===== src/rtl/svm_pkg.sv =====
`timescale 1ns / 1ps

package svm_pkg;

   localparam int SAMPLE_W = 16;
   localparam int GAIN_W   = 8;
   localparam int SUM_W    = 32;
   localparam int PROD_W   = 41;
   localparam int QUOT_W   = 18;

   // floor(m / 100) == (m * RECIP_100) >> RECIP_SHIFT for every m below 2**MAG_W
   localparam int MAG_W       = 24;
   localparam int RECIP_W     = 25;
   localparam int RECIP_SHIFT = 31;
   localparam logic [RECIP_W-1:0] RECIP_100 = 25'd21474837;

   localparam logic [QUOT_W-1:0] SAT_POS_MAG = 18'd32767;
   localparam logic [QUOT_W-1:0] SAT_NEG_MAG = 18'd32768;
   localparam logic signed [SAMPLE_W-1:0] SAT_POS = 16'sh7FFF;
   localparam logic signed [SAMPLE_W-1:0] SAT_NEG = -16'sh8000;

   localparam int CSR_ADDR_W = 3;
   localparam int CSR_DATA_W = 32;
   localparam logic REG_MASTER_VOLUME = 1'b0;
   localparam logic [GAIN_W-1:0] MASTER_VOLUME_RESET = 8'd100;

   typedef struct packed {
      logic signed [15:0] left_sample;
      logic signed [15:0] right_sample;
      logic [7:0]         voice_gain;
      logic               voice_active;
      logic               last_voice;
   } req_type;

   typedef struct packed {
      logic signed [15:0] left_mix;
      logic signed [15:0] right_mix;
      logic [31:0]        packed_frame;
   } rsp_type;

   typedef struct packed {
      logic load;
      logic mul;
      logic mul_master;
      logic div;
      logic acc;
      logic emit;
   } dp_cmd_type;

   typedef struct packed {
      logic voice_active;
      logic last_voice;
      logic out_busy;
   } dp_sts_type;

   typedef enum logic [6:0] {
      ST_IDLE = 7'b0000001,
      ST_MUL  = 7'b0000010,
      ST_DIV  = 7'b0000100,
      ST_ACC  = 7'b0001000,
      ST_MMUL = 7'b0010000,
      ST_MDIV = 7'b0100000,
      ST_FIN  = 7'b1000000
   } state_type;

endpackage


===== src/rtl/svm_lane.sv =====
`timescale 1ns / 1ps

module svm_lane (
   input  logic                     clock,
   input  logic                     reset,
   input  svm_pkg::dp_cmd_type      cmd,
   input  logic signed [15:0]       sample,
   input  logic [7:0]               gain,
   input  logic [7:0]               master,
   output logic signed [15:0]       mix
);
   import svm_pkg::*;

   logic signed [SUM_W-1:0]  sum_ff, sum_in;
   logic signed [PROD_W-1:0] prod_ff, prod_in;
   logic [QUOT_W-1:0]        quot_ff, quot_in;
   logic                     neg_ff, neg_in;
   logic                     ovf_ff, ovf_in;

   logic signed [SUM_W-1:0]  op_a;
   logic [GAIN_W-1:0]        op_b;
   logic signed [PROD_W-1:0] a_ext, b_ext;
   logic [PROD_W-1:0]        mag;
   logic [MAG_W+RECIP_W-1:0] recip_prod;
   logic signed [SUM_W-1:0]  term;

   // shared multiplier: sample x voice gain, or sum x master volume
   always_comb begin
      op_a    = cmd.mul_master ? sum_ff : SUM_W'(sample);
      op_b    = cmd.mul_master ? master : gain;
      a_ext   = PROD_W'(op_a);
      b_ext   = $signed({{(PROD_W-GAIN_W){1'b0}}, op_b});
      prod_in = cmd.mul ? a_ext * b_ext : prod_ff;
   end

   // divide magnitude by 100, truncating toward zero
   always_comb begin
      mag        = prod_ff[PROD_W-1] ? PROD_W'(-prod_ff) : PROD_W'(prod_ff);
      recip_prod = (MAG_W+RECIP_W)'(mag[MAG_W-1:0]) * (MAG_W+RECIP_W)'(RECIP_100);
      quot_in    = cmd.div ? recip_prod[RECIP_SHIFT +: QUOT_W] : quot_ff;
      neg_in     = cmd.div ? prod_ff[PROD_W-1] : neg_ff;
      ovf_in     = cmd.div ? |mag[PROD_W-1:MAG_W] : ovf_ff;
   end

   always_comb begin
      term = SUM_W'({{(SUM_W-QUOT_W){1'b0}}, quot_ff});
      if (cmd.emit) begin
         sum_in = '0;
      end else if (cmd.acc) begin
         sum_in = sum_ff + (neg_ff ? -term : term);
      end else begin
         sum_in = sum_ff;
      end
   end

   always_comb begin
      if (!neg_ff) begin
         mix = (ovf_ff || quot_ff > SAT_POS_MAG) ? SAT_POS : $signed(quot_ff[15:0]);
      end else begin
         mix = (ovf_ff || quot_ff > SAT_NEG_MAG) ? SAT_NEG : $signed(16'(-quot_ff[15:0]));
      end
   end

   always_ff @(posedge clock) begin
      if (reset) begin
         sum_ff <= '0;
      end else begin
         sum_ff <= sum_in;
      end
   end

   always_ff @(posedge clock) begin
      prod_ff <= prod_in;
      quot_ff <= quot_in;
      neg_ff  <= neg_in;
      ovf_ff  <= ovf_in;
   end

endmodule


===== src/rtl/svm_dp.sv =====
`timescale 1ns / 1ps

module svm_dp (
   input  logic                 clock,
   input  logic                 reset,
   input  svm_pkg::dp_cmd_type  cmd,
   output svm_pkg::dp_sts_type  sts,
   input  svm_pkg::req_type     req_data,
   input  logic [7:0]           master,
   output logic                 rsp_valid,
   input  logic                 rsp_stall,
   output svm_pkg::rsp_type     rsp_data
);
   import svm_pkg::*;

   req_type            item_ff, item_in;
   rsp_type            rsp_data_ff, rsp_data_in;
   logic               rsp_valid_ff, rsp_valid_in;
   logic signed [15:0] left_mix, right_mix;

   svm_lane u_left (
      .clock  (clock),
      .reset  (reset),
      .cmd    (cmd),
      .sample (item_ff.left_sample),
      .gain   (item_ff.voice_gain),
      .master (master),
      .mix    (left_mix)
   );

   svm_lane u_right (
      .clock  (clock),
      .reset  (reset),
      .cmd    (cmd),
      .sample (item_ff.right_sample),
      .gain   (item_ff.voice_gain),
      .master (master),
      .mix    (right_mix)
   );

   always_comb begin
      item_in = cmd.load ? req_data : item_ff;
      rsp_data_in = rsp_data_ff;
      rsp_valid_in = rsp_valid_ff && rsp_stall;
      if (cmd.emit) begin
         rsp_data_in.left_mix     = left_mix;
         rsp_data_in.right_mix    = right_mix;
         rsp_data_in.packed_frame = {left_mix, right_mix};
         rsp_valid_in             = 1'b1;
      end
   end

   always_ff @(posedge clock) begin
      if (reset) begin
         rsp_valid_ff <= 1'b0;
      end else begin
         rsp_valid_ff <= rsp_valid_in;
      end
   end

   always_ff @(posedge clock) begin
      item_ff     <= item_in;
      rsp_data_ff <= rsp_data_in;
   end

   assign sts.voice_active = item_ff.voice_active;
   assign sts.last_voice   = item_ff.last_voice;
   assign sts.out_busy     = rsp_valid_ff && rsp_stall;
   assign rsp_valid        = rsp_valid_ff;
   assign rsp_data         = rsp_data_ff;

endmodule


===== src/rtl/svm_ctrl.sv =====
`timescale 1ns / 1ps

module svm_ctrl #(
   parameter int MAX_VOICES = 16
) (
   input  logic                 clock,
   input  logic                 reset,
   input  logic                 req_valid,
   output logic                 req_stall,
   output svm_pkg::dp_cmd_type  cmd,
   input  svm_pkg::dp_sts_type  sts
);
   import svm_pkg::*;

   localparam int CNT_W = $clog2(MAX_VOICES + 1);

   state_type        state_ff, state_in;
   logic [CNT_W-1:0] count_ff, count_in;
   logic             room;

   assign room = count_ff < CNT_W'(MAX_VOICES);

   always_comb begin
      state_in = state_ff;
      case (state_ff)
         ST_IDLE: begin
            if (req_valid) state_in = ST_MUL;
         end
         ST_MUL:  state_in = ST_DIV;
         ST_DIV:  state_in = ST_ACC;
         ST_ACC:  state_in = sts.last_voice ? ST_MMUL : ST_IDLE;
         ST_MMUL: state_in = ST_MDIV;
         ST_MDIV: state_in = ST_FIN;
         ST_FIN: begin
            if (!sts.out_busy) state_in = ST_IDLE;
         end
         default: state_in = ST_IDLE;
      endcase
   end

   always_comb begin
      cmd.load       = (state_ff == ST_IDLE) && req_valid;
      cmd.mul        = (state_ff == ST_MUL) || (state_ff == ST_MMUL);
      cmd.mul_master = (state_ff == ST_MMUL);
      cmd.div        = (state_ff == ST_DIV) || (state_ff == ST_MDIV);
      cmd.acc        = (state_ff == ST_ACC) && sts.voice_active && room;
      cmd.emit       = (state_ff == ST_FIN) && !sts.out_busy;
   end

   always_comb begin
      count_in = count_ff;
      if (cmd.emit) begin
         count_in = '0;
      end else if (state_ff == ST_ACC && room) begin
         count_in = CNT_W'(count_ff + 1'b1);
      end
   end

   always_ff @(posedge clock) begin
      if (reset) begin
         state_ff <= ST_IDLE;
         count_ff <= '0;
      end else begin
         state_ff <= state_in;
         count_ff <= count_in;
      end
   end

   assign req_stall = (state_ff != ST_IDLE);

endmodule


===== src/rtl/stereo_voice_mixer.sv =====
`timescale 1ns / 1ps
// Voice item: accepted in idle, then multiply, divide and accumulate states, then back to idle.
// Closing item: then master multiply, master divide and finish; the frame is registered on rsp
// from finish, which waits only while a previous frame is still stalled in the output register.
// The pace is set by the controller sequence through one multiplier and one divider per channel.
// Synchronous active-high reset clears the sums, voice count and output valid; master volume 100.

module stereo_voice_mixer #(
   parameter int MAX_VOICES = 16
) (
   input  logic                                clock,
   input  logic                                reset,
   input  logic                                req_valid,
   output logic                                req_stall,
   input  svm_pkg::req_type                    req_data,
   output logic                                rsp_valid,
   input  logic                                rsp_stall,
   output svm_pkg::rsp_type                    rsp_data,
   input  logic                                csr_psel,
   input  logic                                csr_penable,
   input  logic                                csr_pwrite,
   input  logic [svm_pkg::CSR_ADDR_W-1:0]      csr_paddr,
   input  logic [svm_pkg::CSR_DATA_W-1:0]      csr_pwdata,
   output logic [svm_pkg::CSR_DATA_W-1:0]      csr_prdata,
   output logic                                csr_pready
);
   import svm_pkg::*;

   dp_cmd_type        cmd;
   dp_sts_type        sts;
   logic [GAIN_W-1:0] master_ff, master_in;
   logic              reg_hit;

   assign reg_hit    = (csr_paddr[2] == REG_MASTER_VOLUME);
   assign csr_pready = 1'b1;
   assign csr_prdata = reg_hit ? CSR_DATA_W'(master_ff) : '0;

   always_comb begin
      master_in = master_ff;
      if (csr_psel && csr_penable && csr_pwrite && reg_hit) begin
         master_in = csr_pwdata[GAIN_W-1:0];
      end
   end

   always_ff @(posedge clock) begin
      if (reset) begin
         master_ff <= MASTER_VOLUME_RESET;
      end else begin
         master_ff <= master_in;
      end
   end

   svm_ctrl #(
      .MAX_VOICES (MAX_VOICES)
   ) u_ctrl (
      .clock     (clock),
      .reset     (reset),
      .req_valid (req_valid),
      .req_stall (req_stall),
      .cmd       (cmd),
      .sts       (sts)
   );

   svm_dp u_dp (
      .clock     (clock),
      .reset     (reset),
      .cmd       (cmd),
      .sts       (sts),
      .req_data  (req_data),
      .master    (master_ff),
      .rsp_valid (rsp_valid),
      .rsp_stall (rsp_stall),
      .rsp_data  (rsp_data)
   );

endmodule


===== config.mk =====
export PLATFORM = sky130hd
export DESIGN_NAME = stereo_voice_mixer
export DESIGN_NICKNAME = d
export VERILOG_FILES = /design/src/rtl/svm_pkg.sv /design/src/rtl/svm_lane.sv /design/src/rtl/svm_dp.sv /design/src/rtl/svm_ctrl.sv /design/src/rtl/stereo_voice_mixer.sv
export SDC_FILE = /design/constraint.sdc
export NUM_CORES = 2
export LEC_CHECK = 0
export BUFFER_PORTS_ARGS = -buffer_cell sky130_fd_sc_hd__clkbuf_2
export CORE_MARGIN = 2
export CORE_UTILIZATION = 44
export CTS_CLUSTER_SIZE = 28
export DETAILED_ROUTE_END_ITERATION = 12
export SLEW_MARGIN = 20
export SYNTH_ARGS = -nofsm -noshare
export SYNTH_HDL_FRONTEND = slang
export SYNTH_SLANG_ARGS = --single-unit

===== constraint.sdc =====
create_clock -name clock -period 10.64 [get_ports clock]
set_input_delay 0 -clock clock [delete_from_list [all_inputs] [get_ports clock]]
set_output_delay 0 -clock clock [all_outputs]
set_load 0.02 [all_outputs]

==> impl_metrics.json <==
{
  "ant_nets": 0,
  "overflow": 0,
  "async_reset_ff_share_pct": 0,
  "pin_count": 183,
  "required_ns": 11.01,
  "synthesis.area_mm2": 0.0515,
  "cts_buffers": 31,
  "synth_seq_cells": 281,
  "grt_pass1_vias": 38600,
  "start_util_pct": 44.3,
  "period_needed_ns": 9.29,
  "cp-end-kind": "flip-flop",
  "slew_headroom_pct": 35.1,
  "syn_avg_cell_area_um2": 9.22,
  "dr.pass1.iters": 5,
  "final-setup-viol-count": 0,
  "worstPathMaxFanout": 6,
  "drt_wl_total_um": 127000,
  "crit_arrival_ns": 9.66,
  "grt_max_degree": 73,
  "cp_common_cell": "fa_1",
  "areaGrowthSynthToFinish_pct": 7.83,
  "hold_class": "in -> reg",
  "worst_path_max_delay_cell": "o21ai_0",
  "yosysSeqAreaShare_pct": 14.7,
  "cap_violations": 0,
  "worstReg2RegStart": "u_dp.u_right.prod_ff[5]",
  "critical-path-max-stage-delay_ns": 0.70,
  "yosysWarningCount": 0,
  "hpwl_um": 107000,
  "via_per_inst": 5.14,
  "drc": 0,
  "synth_cell_types": 77,
  "insertion_delay_ns": 0.64,
  "die-area_mm2": 0.120,
  "htree_levels": 1,
  "tightestPinTransition_ns": 0.946,
  "dr_total_vias": 37400,
  "cts_root_buffer": "clkbuf_16",
  "cts_tree": "built",
  "rsz0062_at_grt": "false",
  "synth_area_leaders": "fa_1, ha_1, edfxtp_1, inv_1, nand2_1",
  "pre_cts_ws_ns": 1.29,
  "fin_nets": 7326,
  "cts_buffer_depth": 3,
  "final_common_cell": "inv_1",
  "die_w_um": 346,
  "grtUsageTotal_pct": 21.7,
  "port_buffers": 131,
  "core_region_area_mm2": 0.116,
  "period_share_pct": 87.3,
  "synthFlopType": "edfxtp_1",
  "clk_pin_slew_ns": 0.07,
  "synthCells": 5586,
  "antenna_found_initial": 1,
  "mostFrequentLayoutCells": "inv_1, fa_1, ha_1",
  "outcome": "finished clean",
  "critPathLaunchType": "flip-flop",
  "drt_iter0_drc": 2306,
  "num_rows": 125,
  "tns_ns": 0,
  "wl_per_cell_um": 17.5,
  "setup_ws_ns": 1.35,
  "synth_top_area_share_pct": 30.9,
  "die_y_um": 346,
  "max_freq_mhz": 108,
  "post_route_cells_drive_above_1_share_pct": 5.11,
  "place.gp.congestion": 0.905,
  "crit_start": "u_dp.u_right.prod_ff[5]",
  "finClkSkew_ns": 0.0326,
  "cts_sinks": 281,
  "synth_area_leader_cell": "fa_1",
  "synth-edff-count": 196,
  "finalHoldViolCount": 0,
  "criticalPathCategory": "reg -> reg",
  "finalMaxSlewViolations": 0,
  "grt_pass1_wl_um": 209000,
  "hp-start": "req_data[31]"
}
-- state kept, by name (all words and copies together) (netlist names) --
signal / count
u_dp.u_left.prod_ff: 41
u_dp.u_right.prod_ff: 41
u_dp.item_ff: 40
u_dp.rsp_data: 32
u_dp.u_left.sum_ff: 32
u_dp.u_right.sum_ff: 32
u_dp.u_left.quot_ff: 18
u_dp.u_right.quot_ff: 18
master_ff: 8
u_ctrl.state_ff: 7
u_ctrl.count_ff: 5
u_dp.sts: 2
u_dp.rsp_valid: 1
u_dp.u_left.neg_ff: 1
u_dp.u_left.ovf_ff: 1
u_dp.u_right.neg_ff: 1
u_dp.u_right.ovf_ff: 1
-- metrics by stage --
stage | area (µm²) | std cells | util (%) | hold slack (ns)
2_1_floorplan | 51600 | 5609 | - | 0.0781
5_1_grt | 55500 | 7260 | 47.8 | 0.0652
4_1_cts | 55500 | 7259 | 47.8 | 0.0288
3_5_place_dp | 53700 | 7130 | 46.2 | 0.179
3_3_place_gp | 53700 | 7130 | 46.2 | 0.176
6_report | 55500 | 7261 | 47.8 | 0.0764
-- timing repair --
action / CTS / global route
hold buffers: 71 / 0
resized for setup: 0 / 0
endpoints found under the hold margin: 76 / 0
buffers inserted: 0 / 0
-- cells in the mapped netlist, types with 9 or more instances --
library cell / n
ha_1: 735
buf_1: 18
a21oi_1: 257
nor2_1: 485
xnor2_1: 157
a21o_1: 141
o21bai_1: 21
and2_1: 13
a31oi_1: 22
a211oi_1: 21
xor2_1: 89
nand2_1: 499
nor4_1: 18
buf_4: 57
dfxtp_1: 85
nand3_1: 41
or2_2: 30
and3_1: 21
clkbuf_1: 109
nor3_1: 50
fa_1: 796
or4_1: 16
nand4_1: 24
o41ai_1: 10
or3_1: 25
o21ai_0: 129
o211ai_1: 9
o21a_1: 53
nand2b_1: 46
mux2i_1: 44
nor2b_1: 20
edfxtp_1: 196
o31ai_1: 31
inv_1: 1202
-- worst max-delay path: cells and delay by family (launching register included) --
| kind | cells | cell delay, ns |
|---|---|---|
| fa+ha+maj | 8 | 3.39 |
| simple gates | 7 | 2.05 |
| flops | 1 | 0.43 |
| compound gates | 7 | 2.05 |
| buf+inv | 4 | 0.48 |
| xor+xnor | 2 | 0.65 |
-- metal layers --
metal / vias to the layer above / track usage (%) / share of wire (%)
li1: 18000 / - / -
met1: 18500 / 31.1 / 48
met4: 0 / 4.22 / 1.8
met2: 775 / 35.7 / 46
met3: 114 / 2.06 / 4.4
met5: - / 0 / 0
-- final cells by class --
type	count	area, µm²
inverter	1203	4520
clock inverter	15	185
clock buffer	43	871
sequential	281	7590
timing repair buffer	254	1780
antenna	1	2.50
fill	11100	60700
multi-input combinational	3940	38700
tap	1524	1910
-- cell families after synthesis --
family	count (synthesis)	synth area share [%]
simple gates	1316	11.2
buf+inv	1388	10.5
flops	281	14.7
xor+xnor	246	4.18
other cells	2	0.0146
mux	44	0.855
compound gates	778	9.68
fa+ha+maj	1531	48.8
-- path summary, 6_finish.rpt --
kind / depth (start not counted) / end / slack, ns
max reg2reg: 28 / u_dp.u_right.quot_ff[12] / 1.35
min reg2reg: 2 / u_ctrl.count_ff[4] / 0.48
min: 2 / u_dp.item_ff[31] / 0.08
max: 28 / u_dp.u_right.quot_ff[12] / 1.35
Power is left out: the tool's default activity adds up to more than one toggle a clock period on the data nets, which glitch-free logic cannot reach.
